File: src/hw/rtl/gha_pkg.sv
package gha_pkg;

  localparam int unsigned DEF_INDEX_BITS = 10;
  localparam int unsigned DEF_GEN_BITS   = 8;
  localparam int unsigned DEF_FLAG_BITS  = 8;

  localparam int unsigned CMD_BITS = 3;

  typedef enum logic [CMD_BITS-1:0] {
    CMD_CREATE  = 3'd0,
    CMD_DESTROY = 3'd1,
    CMD_CHECK   = 3'd2,
    CMD_TEST    = 3'd3,
    CMD_SET     = 3'd4,
    CMD_CLEAR   = 3'd5,
    CMD_WIPE    = 3'd6
  } gha_cmd_e;

  typedef enum logic [1:0] {
    ST_IDLE = 2'b01,
    ST_EXEC = 2'b10
  } gha_state_e;

  typedef struct packed {
    logic we;
    logic ok;
  } gha_ctl_t;

endpackage

File: src/hw/rtl/gha_exec.sv
module gha_exec #(
  parameter int unsigned INDEX_BITS = gha_pkg::DEF_INDEX_BITS,
  parameter int unsigned GEN_BITS   = gha_pkg::DEF_GEN_BITS,
  parameter int unsigned FLAG_BITS  = gha_pkg::DEF_FLAG_BITS,
  localparam int unsigned EntryBits = INDEX_BITS + GEN_BITS + FLAG_BITS
) (
  input  logic [gha_pkg::CMD_BITS-1:0] cmd_i,
  input  logic [INDEX_BITS-1:0]        idx_i,
  input  logic [GEN_BITS-1:0]          gen_i,
  input  logic [FLAG_BITS-1:0]         mask_i,
  input  logic [EntryBits-1:0]         entry_i,
  input  logic [INDEX_BITS-1:0]        free_head_i,
  input  logic [INDEX_BITS-1:0]        high_water_i,
  input  logic [INDEX_BITS-1:0]        alive_i,
  output gha_pkg::gha_ctl_t            ctl_o,
  output logic [INDEX_BITS-1:0]        wr_addr_o,
  output logic [EntryBits-1:0]         wr_data_o,
  output logic [INDEX_BITS-1:0]        free_head_o,
  output logic [INDEX_BITS-1:0]        high_water_o,
  output logic [INDEX_BITS-1:0]        alive_o,
  output logic [INDEX_BITS-1:0]        out_index_o,
  output logic [GEN_BITS-1:0]          out_gen_o,
  output logic [FLAG_BITS-1:0]         out_flags_o
);

  localparam logic [INDEX_BITS-1:0] IdxMax  = '1;
  localparam logic [GEN_BITS-1:0]   GenMax  = '1;
  localparam logic [GEN_BITS-1:0]   GenLast = GenMax - GEN_BITS'(1);
  localparam logic [FLAG_BITS-1:0]  Active  = FLAG_BITS'(1);

  logic [INDEX_BITS-1:0] e_link;
  logic [GEN_BITS-1:0]   e_gen;
  logic [FLAG_BITS-1:0]  e_flags;
  logic                  used;
  logic                  valid;
  logic [GEN_BITS-1:0]   next_gen;
  logic [FLAG_BITS-1:0]  new_flags;
  logic [INDEX_BITS-1:0] alive_up;
  logic [INDEX_BITS-1:0] alive_down;

  assign e_link   = entry_i[INDEX_BITS-1:0];
  assign e_gen    = entry_i[INDEX_BITS +: GEN_BITS];
  assign e_flags  = entry_i[INDEX_BITS+GEN_BITS +: FLAG_BITS];
  assign used     = idx_i < high_water_i;
  assign valid    = (gen_i != GenMax) && (gen_i == e_gen);
  assign next_gen = gen_i + GEN_BITS'(1);

  assign alive_up   = (alive_i != IdxMax) ? alive_i + INDEX_BITS'(1) : alive_i;
  assign alive_down = (alive_i != '0) ? alive_i - INDEX_BITS'(1) : alive_i;

  always_comb begin
    unique case (cmd_i)
      gha_pkg::CMD_SET:   new_flags = e_flags | mask_i;
      gha_pkg::CMD_CLEAR: new_flags = e_flags & ~mask_i;
      default:            new_flags = '0;
    endcase
  end

  always_comb begin
    ctl_o        = '0;
    wr_addr_o    = idx_i;
    wr_data_o    = entry_i;
    free_head_o  = free_head_i;
    high_water_o = high_water_i;
    alive_o      = alive_i;
    out_index_o  = '0;
    out_gen_o    = '0;
    out_flags_o  = '0;
    unique case (cmd_i)
      gha_pkg::CMD_CREATE: begin
        if (free_head_i != IdxMax) begin
          ctl_o.we    = 1'b1;
          ctl_o.ok    = 1'b1;
          wr_addr_o   = free_head_i;
          wr_data_o   = {Active, e_gen, free_head_i};
          free_head_o = e_link;
          alive_o     = alive_up;
          out_index_o = free_head_i;
          out_gen_o   = e_gen;
          out_flags_o = Active;
        end else if (high_water_i != IdxMax) begin
          ctl_o.we     = 1'b1;
          ctl_o.ok     = 1'b1;
          wr_addr_o    = high_water_i;
          wr_data_o    = {Active, {GEN_BITS{1'b0}}, high_water_i};
          high_water_o = high_water_i + INDEX_BITS'(1);
          alive_o      = alive_up;
          out_index_o  = high_water_i;
          out_flags_o  = Active;
        end
      end
      gha_pkg::CMD_DESTROY: begin
        out_index_o = idx_i;
        if (used) begin
          out_gen_o   = e_gen;
          out_flags_o = e_flags;
          if (valid) begin
            ctl_o.we = 1'b1;
            ctl_o.ok = 1'b1;
            alive_o  = alive_down;
            out_flags_o = '0;
            if (gen_i != GenLast) begin
              wr_data_o   = {{FLAG_BITS{1'b0}}, next_gen, free_head_i};
              free_head_o = idx_i;
              out_gen_o   = next_gen;
            end else begin
              wr_data_o = {{FLAG_BITS{1'b0}}, GenMax, idx_i};
              out_gen_o = GenMax;
            end
          end
        end
      end
      gha_pkg::CMD_CHECK: begin
        out_index_o = idx_i;
        if (used) begin
          ctl_o.ok    = valid;
          out_gen_o   = e_gen;
          out_flags_o = e_flags;
        end
      end
      gha_pkg::CMD_TEST: begin
        out_index_o = idx_i;
        if (used) begin
          ctl_o.ok    = |(e_flags & mask_i);
          out_gen_o   = e_gen;
          out_flags_o = e_flags;
        end
      end
      gha_pkg::CMD_SET, gha_pkg::CMD_CLEAR, gha_pkg::CMD_WIPE: begin
        out_index_o = idx_i;
        if (used) begin
          ctl_o.we    = 1'b1;
          ctl_o.ok    = 1'b1;
          wr_data_o   = {new_flags, e_gen, e_link};
          out_gen_o   = e_gen;
          out_flags_o = new_flags;
        end
      end
      default: begin
      end
    endcase
  end

endmodule

File: config.mk
export PLATFORM = sky130hd
export DESIGN_NAME = gha_exec
export DESIGN_NICKNAME = d
export VERILOG_FILES = /design/src/hw/rtl/gha_pkg.sv /design/src/hw/rtl/gha_exec.sv
export SDC_FILE = /design/constraint.sdc
export NUM_CORES = 1
export LEC_CHECK = 0
export BUFFER_PORTS_ARGS = -buffer_cell sky130_fd_sc_hd__buf_2
export CAP_MARGIN = 25
export CORE_MARGIN = 4
export CORE_UTILIZATION = 46
export DETAILED_ROUTE_END_ITERATION = 8
export PLACE_DENSITY_LB_ADDON = 0.05
export SETUP_SLACK_MARGIN = 0.2
export SLEW_MARGIN = 20
export SYNTH_ARGS = -nofsm -noshare
export SYNTH_HDL_FRONTEND = slang
export SYNTH_SLANG_ARGS = --single-unit
File: constraint.sdc
create_clock -name vclk -period 2.5
set_input_delay 0.125 -clock vclk [all_inputs]
set_output_delay 0.125 -clock vclk [all_outputs]
set_load 0.01 [all_outputs]
After elaboration in Yosys (flattened, before gate mapping)
Cells that the tools add are included.
{ "op_classes": {"n_addsub": 4, "magnitude_cmp": 1, "n_eq_ne": 12, "muxes": 51, "bitwise_logic": 4, "n_reduce_logical": 8} }
{ "op_table": {"columns": ["op", "n"], "rows": [
  ["10-bit two-way mux", 18],
  ["26-bit two-way mux", 5],
  ["26-bit one-hot mux with 3 select lines", 1],
  ["8-bit two-way mux", 9],
  ["10-bit one-hot mux with 2 select lines", 3],
  ["8-bit one-hot mux with 4 select lines", 1],
  ["10-bit != test, second input constant", 3],
  ["8-bit one-hot mux with 3 select lines", 1],
  ["10-bit by 1-bit adder with 10-bit output, second input constant", 2],
  ["18-bit two-way mux", 1],
  ["8-bit AND", 2],
  ["8-bit != test, second input constant", 2],
  ["8-bit one-hot mux with 2 select lines", 1],
  ["10-bit less-than comparator", 1],
  ["2-bit two-way mux", 5],
  ["10-bit nonzero test", 1],
  ["10-bit by 1-bit subtractor with 10-bit output, second input constant", 1],
  ["3-bit equality test, second input constant", 3],
  ["8-bit by 1-bit adder with 8-bit output, second input constant", 1],
  ["8-bit equality test", 1],
  ["8-bit inverter", 1],
  ["8-bit bitwise OR", 1],
  ["8-bit OR reduction", 1],
  ["3-bit by 2-bit equality test with 1-bit output, second input constant", 2],
  ["other kinds (10)", 13]
]} }
{ "word_totals": {"register_bits": 0, "input_bits": 85, "output_inout_bits": 94, "word_cells": 80} }

Depth between registers and ports, before layout
Gate-level depths: netlist of the first run.
{ "logic_depth": {"word_depth": 5, "mapped_depth": 11, "mapped_depth_nobuf": 8} }

Worst setup path after synthesis of the first run
No wires, ideal clock.
{ "synth_path": {"kind": "input port to output port", "from": "in high_water_i[6]", "to": "out out_flags_o[1]", "arrival_time_ps": 2235, "required_time_ps": 2375, "slack_ps": 140, "cell_stages": 9, "path_buffers": 1, "cell_sequence": "clkbuf_1 -> inv_1 -> ha_1 -> a211o_1 -> o211ai_1 -> nand3b_1 -> nor4_1 -> a21oi_1 -> o21ai_0"} }
{ "synth_via": {"elab_chain_len": 3, "word_cells_on_any_way": 5, "classes_between": "1 x order compare; 4 x mux"} }
{ "synth_rtl": {"columns": ["element", "line_no", "rtl"], "rows": [
  ["start, declared", "gha_exec.sv:13", "input logic [INDEX_BITS-1:0] high_water_i,"],
  ["10-bit less-than comparator *", "gha_exec.sv:44", "assign used = idx_i < high_water_i;"],
  ["8-bit two-way mux, on equally long branches", null, null],
  ["8-bit one-hot mux with 4 select lines *", "gha_exec.sv:69", "unique case (cmd_i)"],
  ["end, declared", "gha_exec.sv:23", "output logic [FLAG_BITS-1:0] out_flags_o"]
]} }
Mark *: on every way between the ends. The rest lies on a longest branch, timed or not.

Final worst setup path of the first run
{ "layout_path": {"from": "in idx_i[7]", "to": "out wr_data_o[3]"} }
{ "layout_via": {"elab_chain_len": 3} }
{ "layout_rtl": {"columns": ["element", "line_no", "rtl"], "rows": [
  ["start, declared", "gha_exec.sv:8", "input logic [INDEX_BITS-1:0] idx_i,"],
  ["10-bit less-than comparator", "gha_exec.sv:44", null],
  ["26-bit two-way mux", "gha_exec.sv:94", "if (used) begin"],
  ["26-bit one-hot mux with 3 select lines", "gha_exec.sv:69", null],
  ["end, declared", "gha_exec.sv:17", "output logic [EntryBits-1:0] wr_data_o,"]
]} }
Every way passes these cells.

==> metrics.md, run 1 <==
| Metric | Value |
|---|---|
| Top cells by area, synth | nand2_1 (13%), o21ai_0 (9.6%), a21oi_1 (7.4%), ha_1 (6.5%), a221o_1 (5.5%) |
| Layout Nets | between 800 and 900 |
| Max_slew headroom | 0.631 |
| Setup Slack @ Placement | between 0.015 and 0.02 ns |
| Syn Inst Count | between 500 and 600 |
| Hold-fix buffers at CTS | 0 |
| N_diodes | 0 |
| Max cap viols | 0 |
| Hpwl dp | approximately 10 mm |
| Tightest Pin Transition | about 0.55 ns |
| Routed Antenna Nets | 0 |
| Hold Crit Start | entry_i[12] |
| Hold Path Stages | 4 |
| Unrepaired setup endpoints after global routing | yes |
| CP Class | input port to output pin |
| Cell Area, Synth | between 2000 and 3000 sq um |
| Synth Area in Simple Gates | 0.380 |
| Initial cell density of the core | 0.483 |
| DIE AREA | approximately 7700 sq um |
| CP endpoint kind | output pin |
| Starting DRC count in detailed routing | between 500 and 600 |
| Gate power share | 1.000 |
| Fill cells | roughly 470 |
| Sequential fraction of the synthesis area | 0 |
| Area leader, netlist | nand2_1 |
| Die Y | a little under 90 microns |
| First-pass GRT wire length | between 20 and 25 mm |
| Hold Path Sink | out_gen_o[2] |
| Worst Path Arrival | ~2.3 ns |
| WL final | 14.9 mm |
| Pins Over Slew Limit | 0 |
| HP Class | input port to output pin |
| Synth top area share | 0.125 |
| Number of global-route vias before repair | between 4000 and 5000 |
| Area grow syn2layout | 65.5% |
| Register area | 0 sq um |
| Total power | roughly 0.00087 W |
| Run status | finished, final reports clean |
| Worst-path maximum fanout | 7 |
| Gr ovfl total | 0 |
| Startpoint Class | input port |
| Routed wire per std cell | around 19 microns |
| Internal power | 0.000383 W |
| Drc violations | 0 |
| Initial antenna violation count | 0 |
| Net switching fraction of the power | 0.558 |
| Final worst slack | approximately 0.041 ns |
| P per Cell Area | 180 nW/um^2 |
| Setup TNS | 0 ns |
| Mapped Nets | ~600 |
| Max Fclk | slightly above 400 MHz |
| GP Congestion | approximately 0.97 |
| Final setup viols | 0 |
| Fin crit period | about 2.5 ns |
| DR pass1 iterations | 7 |
| Crit path required time | 2.38 ns |
| Via total after detailed routing | a little over 5000 |
| DR vias/cell | 6.54 |
| Final worst path period share | 0.983 |
| IO buf count | between 150 and 200 |
| Sequential cells | 0 |
| Tot GR Track Use | 0.329 |
| Largest family of logic cells by synthesized area | compound AO/OA/AOI/OAI gates |
| Layout Utilization | 0.799 |
| Flop pwr share | 0 |
| Distinct cells, synth | 59 |
| Num rows | 28 |
| Leak | around 2.3 nW |
| Largest net degree at the start of global routing | 21 |
| YS warnings | 0 |
| Layout clock buffers | 0 |
| VDD IR-drop max | 0.000132 V |
| Compound-gate portion of the synthesized area | 0.382 |
| Share of cells above drive strength 1 | 0.445 |
| Clock power share | 0 |
| Mean Syn Cell Area | between 5 and 6 sq um |
| NetSw | ~0.00048 W |
| Die W | approximately 88 microns |
| Core area | between 6000 and 7000 sq um |
| # IOs | ~180 |
| Mux contribution to synthesized area | 0.0215 |
| Post-Synth XOR/XNOR Area | 0.0632 |
| Post-Synth Adder-Cell Area | 0.0645 |
| Final hold vios | 0 |
## layout by cell type (no fill, tap or decap), types with 16 or more instances in the layout
master,synthesis,final
a21oi_1,43,34
a221o_1,16,16
buf_2,5,170
buf_4,0,48
buf_6,1,18
inv_1,31,27
nand2_1,97,97
nand3_1,29,22
nor2_1,34,30
o21ai_0,56,40
o21ai_1,2,16
xnor2_1,18,17
## power by group through the flow
stage / Clock (W) / Combinational (W) / Sequential (W)
global placement: 0 / 0.000694 / 0
CTS: 0 / 0.000746 / 0
detailed placement: 0 / 0.000706 / 0
global route: 0 / 0.000930 / 0
finish: 0 / 0.000867 / 0
floorplan: 0 / 0.000371 / 0
## layout make-up
class	instances	area (sq um)	share of cell area
repair buffers	241	1500	0.311
well taps	75	93.8	0.0195
inverters	32	130	0.0270
multi-input cells	440	3090	0.642
## cell families after synthesis
| group | count (synthesis) |
|---|---|
| buf+inv | 65 |
| mux | 6 |
| simple gates | 229 |
| fa+ha+maj | 15 |
| xor+xnor | 21 |
| compound gates | 169 |
## worst max path at each step
stage,cells after the start,end,from
4_1_cts,9,wr_data_o[6],high_water_i[6]
2_1_floorplan,9,out_flags_o[1],high_water_i[7]
5_1_grt,13,out_flags_o[2],idx_i[7]
6_report,12,wr_data_o[3],idx_i[7]
3_3_place_gp,9,alive_o[9],idx_i[7]
3_5_place_dp,9,alive_o[9],idx_i[7]
## synth_stat cells (all sizes together), types with 2 or more instances
master	count
mux2	2
mux2i	4
xor2	3
o32ai	2
a31oi	4
a21o	3
a41oi	2
a31o	2
a41o	4
o221a	4
nand3b	2
a211oi	2
nor4	6
or2	2
o21ai	58
ha	15
a21oi	43
a221oi	8
a221o	16
nand4	15
clkbuf	27
a32oi	2
inv	31
and2	2
buf	6
o211ai	3
and4	3
nand2	97
nor3	12
or3	5
and3	8
a211o	2
o21a	2
xnor2	18
or4	6
nand3	29
nor2	34
nand2b	6
## metal layers
metal	global-route usage	part of all wire	vias to the layer above
met1	0.400	0.36	2363
met5	0	0	-
met2	0.599	0.49	423
met4	0.107	0.034	0
li1	-	-	2305
met3	0.0331	0.11	62
## critical path, stage by stage
cell	delay, ns
buf_8	0.10
ha_4	0.23
a211o_1	0.24
o211ai_1	0.08
buf_4	0.15
nand3b_1	0.25
buf_6	0.23
nor2_4	0.12
a31oi_4	0.12
buf_6	0.17
a221o_1	0.36
buf_2	0.15
## what timing repair did
action / 4_1_cts / 5_1_grt
endpoints found under the setup margin: 54 / 66
pin swaps: 17 / 40
buffers inserted: 2 / 10
cloned: 2 / 2
gates resized for setup: 42 / 92
## metrics by stage
stage | instances | instance area (sq um) | hold WS, ns
after floorplan | 505 | 2920 | 0.327
after global placement | 772 | 4130 | 0.564
after detailed placement | 772 | 4130 | 0.574
after CTS | 776 | 4330 | 0.575
after global routing | 788 | 4810 | 0.603
final | 788 | 4810 | 0.572
(Power assumes the default switching activity.)
==> inputs of run 2 (changes only) <==
Settings changed: RECOVER_POWER set to 100.
==> run 2 against run 1 <==
Against the previous run:
- die area is the same
- wire length up 0.43%
- via count barely moved
- largest power group unchanged
- critical endpoint is now alive_o[9]
- combinational power hardly changed
- sequential cell count unchanged
- cell count is the same
- non-clock buffer count is the same
- design area down 0.10%
- fmax fell by 0.13%
==> metrics.md, run 2 (synthesized netlist as in run 1, its figures left out) <==
| Metric | Value |
|---|---|
| Hpwl dp | 10.4 mm (unchanged) |
| Setup Slack @ Placement | 0.0190 ns (unchanged) |
| DR pass1 iterations | 6 (-1) |
| Largest net degree at the start of global routing | 21 (unchanged) |
| CP endpoint kind | output pin |
| HP Class | input port to output pin |
| Area grow syn2layout | 65.3% |
| Pins Over Slew Limit | 0 (unchanged) |
| Max cap viols | 0 (unchanged) |
| Fin crit period | 2.46 ns (+0.00323 ns) |
| Register area | 0 sq um (unchanged) |
| CP Class | input port to output pin |
| GP Congestion | 0.966 (unchanged) |
| Final setup viols | 0 (unchanged) |
| Core area | 6030 sq um (unchanged) |
| Max incr delay on CP | 0.51 ns (+0.15 ns) |
| # IOs | 179 (unchanged) |
| Worst Path Arrival | 2.34 ns (about the same) |
| WL final | 14.9 mm (+0.43%) |
| Run status | finished, final reports clean |
| Die W | 87.5 microns (unchanged) |
| Gr ovfl total | 0 (unchanged) |
| Starting DRC count in detailed routing | 488 (-4.3%) |
| Most frequent cells in the layout | buf_2 (170), nand2_1 (97), buf_4 (47), o21ai_0 (40), a21oi_1 (34) |
| N_diodes | 0 (unchanged) |
| VDD IR-drop max | 0.000132 V (+0.41%) |
| Hold Path Stages | 4 (unchanged) |
| First-pass GRT wire length | 20.9 mm (unchanged) |
| Sequential cells | 0 (unchanged) |
| DR vias/cell | 6.53 (about the same) |
| CP max-delay cell | or4_1 |
| Drc violations | 0 (unchanged) |
| Worst Path Buf+Inv | 5 (unchanged) |
| Layout clock buffers | 0 (unchanged) |
| Unrepaired setup endpoints after global routing | yes |
| Max Fclk | 406 MHz (-0.13%) |
| Setup TNS | 0 ns (unchanged) |
| Layout Nets | 815 (unchanged) |
| Delay-heaviest family, CP | simple AND/OR/NAND/NOR gates |
| Num rows | 28 (unchanged) |
| Initial antenna violation count | 0 (unchanged) |
| Tot GR Track Use | 0.329 (unchanged) |
| Leak | 2.32 nW (about the same) |
| Final worst path period share | 0.985 (+0.00129) |
| Fill cells | 474 (unchanged) |
| Critical path depth | 12 (unchanged) |
| Number of global-route vias before repair | 4483 (unchanged) |
| IO buf count | 179 (unchanged) |
| DIE AREA | 7660 sq um (unchanged) |
| Crit path required time | 2.38 ns (about the same) |
| P per Cell Area | 180 nW/um^2 (+0.20%) |
| Final hold vios | 0 (unchanged) |
| Tightest Pin Transition | 0.547 ns (-0.00499 ns) |
| Via total after detailed routing | 5148 (-0.097%) |
| Critical path cell sequence | buf_8 > ha_4 > a211o_1 > o211ai_1 > buf_4 > buf_4 > and3b_2 > nand4_1 > buf_6 > or4_1 > o211ai_1 > buf_2 |
| Startpoint Class | input port |
| Final worst slack | 0.0382 ns (-0.00323 ns) |
| Worst-path maximum fanout | 6 (-1) |
| Routed Antenna Nets | 0 (unchanged) |
| Share of cells above drive strength 1 | 0.443 (-0.00140) |
| Initial cell density of the core | 0.483 (unchanged) |
| Die Y | 87.5 microns (unchanged) |
| Most common cell after layout, fill and taps aside | buf_2 |
| Routed wire per std cell | 19.0 microns (+0.43%) |
| Max_slew headroom | 0.634 (+0.00334) |
[run 2: cell types whose count changed in the layout (fill, tap and decap cells not counted), sizes merged]
cell	delta
clkbuf	+1
buf	-1
[run 2: final timing paths]
| check | startpoint | to | slack [ns] |
|---|---|---|---|
| min | entry_i[12] | out_gen_o[2] | 0.57 |
| max | idx_i[7] | alive_o[9] | 0.04 |
[run 2: layout make-up]
cell class / instances / area [sq um] / area share
Inverter: 32 / 130 / 0.0271
Multi-Input combinational cell: 440 / 3090 / 0.642
Tap cell: 75 / 93.8 / 0.0195
Timing Repair Buffer: 241 / 1500 / 0.311
[run 2: per-stage QoR]
step                hold slack (ns)  instance area [sq um]   util  power, W  instances
floorplan                     0.327                   2920      -  0.000371        505
global placement              0.564                   4130  0.685  0.000694        772
detailed placement            0.574                   4130  0.685  0.000706        772
CTS                           0.575                   4330  0.718  0.000746        776
global route                  0.603                   4810  0.798  0.000929        788
finish                        0.572                   4810  0.798  0.000867        788
[run 2: repair_timing]
item,CTS,global route
pin swaps,17,40
gates resized for setup,42,92
hold buffers,0,0
setup endpoints to repair,54,66
buffers inserted,2,10
hold endpoints to repair,0,0
gates cloned,2,2
[run 2: power breakdown]
group	switching, W	internal, W
Combinational	0.000485	0.000382
Sequential	0	0
Clock	0	0
[run 2: per-layer routing]
layer / vias to the layer above / track usage / share of wire
met4: 0 / 0.107 / 0.040
met5: - / 0 / 0
li1: 2301 / - / -
met3: 73 / 0.0331 / 0.11
met2: 408 / 0.599 / 0.49
met1: 2366 / 0.400 / 0.37
==> inputs of run 3 (changes only) <==
Settings changed: CELL_PAD_IN_SITES_DETAIL_PLACEMENT set to 0, CELL_PAD_IN_SITES_GLOBAL_PLACEMENT set to 2, CORE_UTILIZATION 46 to 23.
Clock period 2.5 ns to 2.99 ns, I/O delays scaled along.
==> run 3 against run 2 <==
Against the previous run:
- cell count up 7.5%
- combinational power down 33%
- largest power group unchanged
- utilization down 47 points
- global-route usage down 13 points
- via count down 11%
- critical endpoint is now free_head_o[5]
- die area up 89%
- critical path type unchanged
==> metrics.md, run 3 (synthesized netlist as in run 1, its figures left out) <==
| Metric | Value |
|---|---|
| Run status | finished, final reports clean |
| Core area | 12200 sq um (+100%) |
| CP max-delay cell | a221o_1 |
| Most common cell after layout, fill and taps aside | buf_2 |
| DR pass1 iterations | 6 (unchanged) |
| Unrepaired setup endpoints after global routing | yes |
| Largest net degree at the start of global routing | 25 (+19%) |
| Drc violations | 0 (unchanged) |
| Net switching fraction of the power | 0.609 (+0.0500) |
| Max Fclk | between 300 and 400 MHz |
| Total power | 0.000577 W (-34%) |
| Hpwl dp | 12.4 mm (+19%) |
| Internal power | 0.000225 W (-41%) |
| Initial cell density of the core | 0.238 (-0.245) |
| Tot GR Track Use | 0.197 (-0.132) |
| Fin crit period | between 2 and 3 ns |
| Die Y | 120 microns (+38%) |
| Share of cells above drive strength 1 | 0.221 (-0.222) |
| Area grow syn2layout | 37.5% |
| Max_slew headroom | 0.485 (-0.149) |
| Die W | 120 microns (+38%) |
| HP Class | input port to output pin |
| Startpoint Class | input port |
| Via total after detailed routing | 4585 (-11%) |
| WL final | 15.5 mm (+3.9%) |
| Flop pwr share | 0 (unchanged) |
| First-pass GRT wire length | 23.7 mm (+13%) |
| CP Class | input port to output pin |
| N_diodes | 0 (unchanged) |
| Worst Path Arrival | 2.61 ns (+0.27 ns) |
| Gate power share | 1.000 (about the same) |
| Pins Over Slew Limit | 0 (unchanged) |
| Clock power share | 0 (unchanged) |
| Worst-path maximum fanout | 9 (+3) |
| Layout clock buffers | 0 (unchanged) |
| VDD IR-drop max | 0.0000435 V (-67%) |
| Setup TNS | 0 ns (unchanged) |
| DIE AREA | 14500 sq um (+89%) |
| Layout Nets | 781 (-4.2%) |
| Routed Antenna Nets | 0 (unchanged) |
| Sequential cells | 0 (unchanged) |
| Crit path required time | 2.84 ns (+0.46 ns) |
| Max incr delay on CP | 0.35 ns (-0.16 ns) |
| Starting DRC count in detailed routing | 376 (-23%) |
| Setup Slack @ Placement | 0.189 ns (+0.170 ns) |
| IO buf count | 179 (unchanged) |
| Min Hold Slack | 0.629 ns (+0.0568 ns) |
| P per Cell Area | 144 nW/um^2 (-20%) |
| Critical path cell sequence | clkbuf_4 > inv_1 > ha_1 > a211o_1 > o211ai_1 > nand3b_1 > clkbuf_1 > nor4_4 > a21oi_1 > clkbuf_1 > a221o_1 > clkbuf_1 |
| Final setup viols | 0 (unchanged) |
| Final hold vios | 0 (unchanged) |
| Layout Utilization | 0.327 (-0.471) |
| GP Congestion | 0.850 (-12%) |
| NetSw | 0.000351 W (-28%) |
| DR vias/cell | 5.41 (-17%) |
| Final worst slack | 0.228 ns (+0.190 ns) |
| Leak | 1.81 nW (-22%) |
| Num rows | 40 (+43%) |
| Final worst path period share | 0.924 |
| CP endpoint kind | output pin |
| Initial antenna violation count | 0 (unchanged) |
| Hold-fix buffers at CTS | 0 (unchanged) |
| # IOs | 179 (unchanged) |
| Max cap viols | 0 (unchanged) |
| Cell mode on critical path | clkbuf_1 |
| Gr ovfl total | 0 (unchanged) |
| Most frequent cells in the layout | buf_2 (108), nand2_1 (97), clkbuf_1 (74), o21ai_0 (56), a21oi_1 (43) |
| Routed wire per std cell | 18.3 microns (-3.3%) |
| Register area | 0 sq um (unchanged) |
| Tightest Pin Transition | 0.766 ns (+0.219 ns) |
| Number of global-route vias before repair | 4392 (-2.0%) |
## run 3: cell types whose count changed in the layout (fill, tap and decap cells not counted), sizes merged
cell,delta
clkbuf,+74
buf,-108
## run 3: repair_timing
action	CTS	global route
pin swaps	1	1
gates resized for setup	0	9
buffers inserted	1	5
endpoints found under the setup margin	1	38
## run 3: final timing paths
| check | startpoint | endpoint | slack (ns) | cells past startpoint |
|---|---|---|---|---|
| worst max-delay path | high_water_i[7] | free_head_o[5] | 0.23 | 12 |
| worst min-delay path | entry_i[12] | out_gen_o[2] | 0.63 | 4 |
## run 3: power by group through the flow
stage                     sequential [W]  clock (W)  combinational [W]
final                                  0          0           0.000577
after global routing                   0          0           0.000638
after CTS                              0          0           0.000592
after detailed placement               0          0           0.000588
after global placement                 0          0           0.000586
after floorplan                        0          0           0.000309
## run 3: layout make-up
class                      count  area, sq um
fill                        1488         8210
multi-input combinational    440         2660
timing repair buffer         207         1010
tap                          168          210
inverter                      32          120
## run 3: stage by stage
stage          cells  instance area, sq um
2_1_floorplan    505                  2910
4_1_cts          842                  4060
3_3_place_gp     841                  4060
3_5_place_dp     841                  4060
5_1_grt          847                  4000
6_report         847                  4000
## run 3: critical path: cells and delay by family
family | cells | cell delay, ns
fa+ha+maj | 1 | 0.28
buf+inv | 5 | 0.79
compound gates | 4 | 0.88
simple gates | 2 | 0.49
## run 3: per-layer routing
layer | wire (microns) | track usage | vias up
met5 | 0 | 0 | -
met4 | 182 | 0.0212 | 0
met3 | 1000 | 0.0178 | 14
met2 | 7710 | 0.365 | 186
met1 | 6630 | 0.256 | 2151
li1 | - | - | 2234
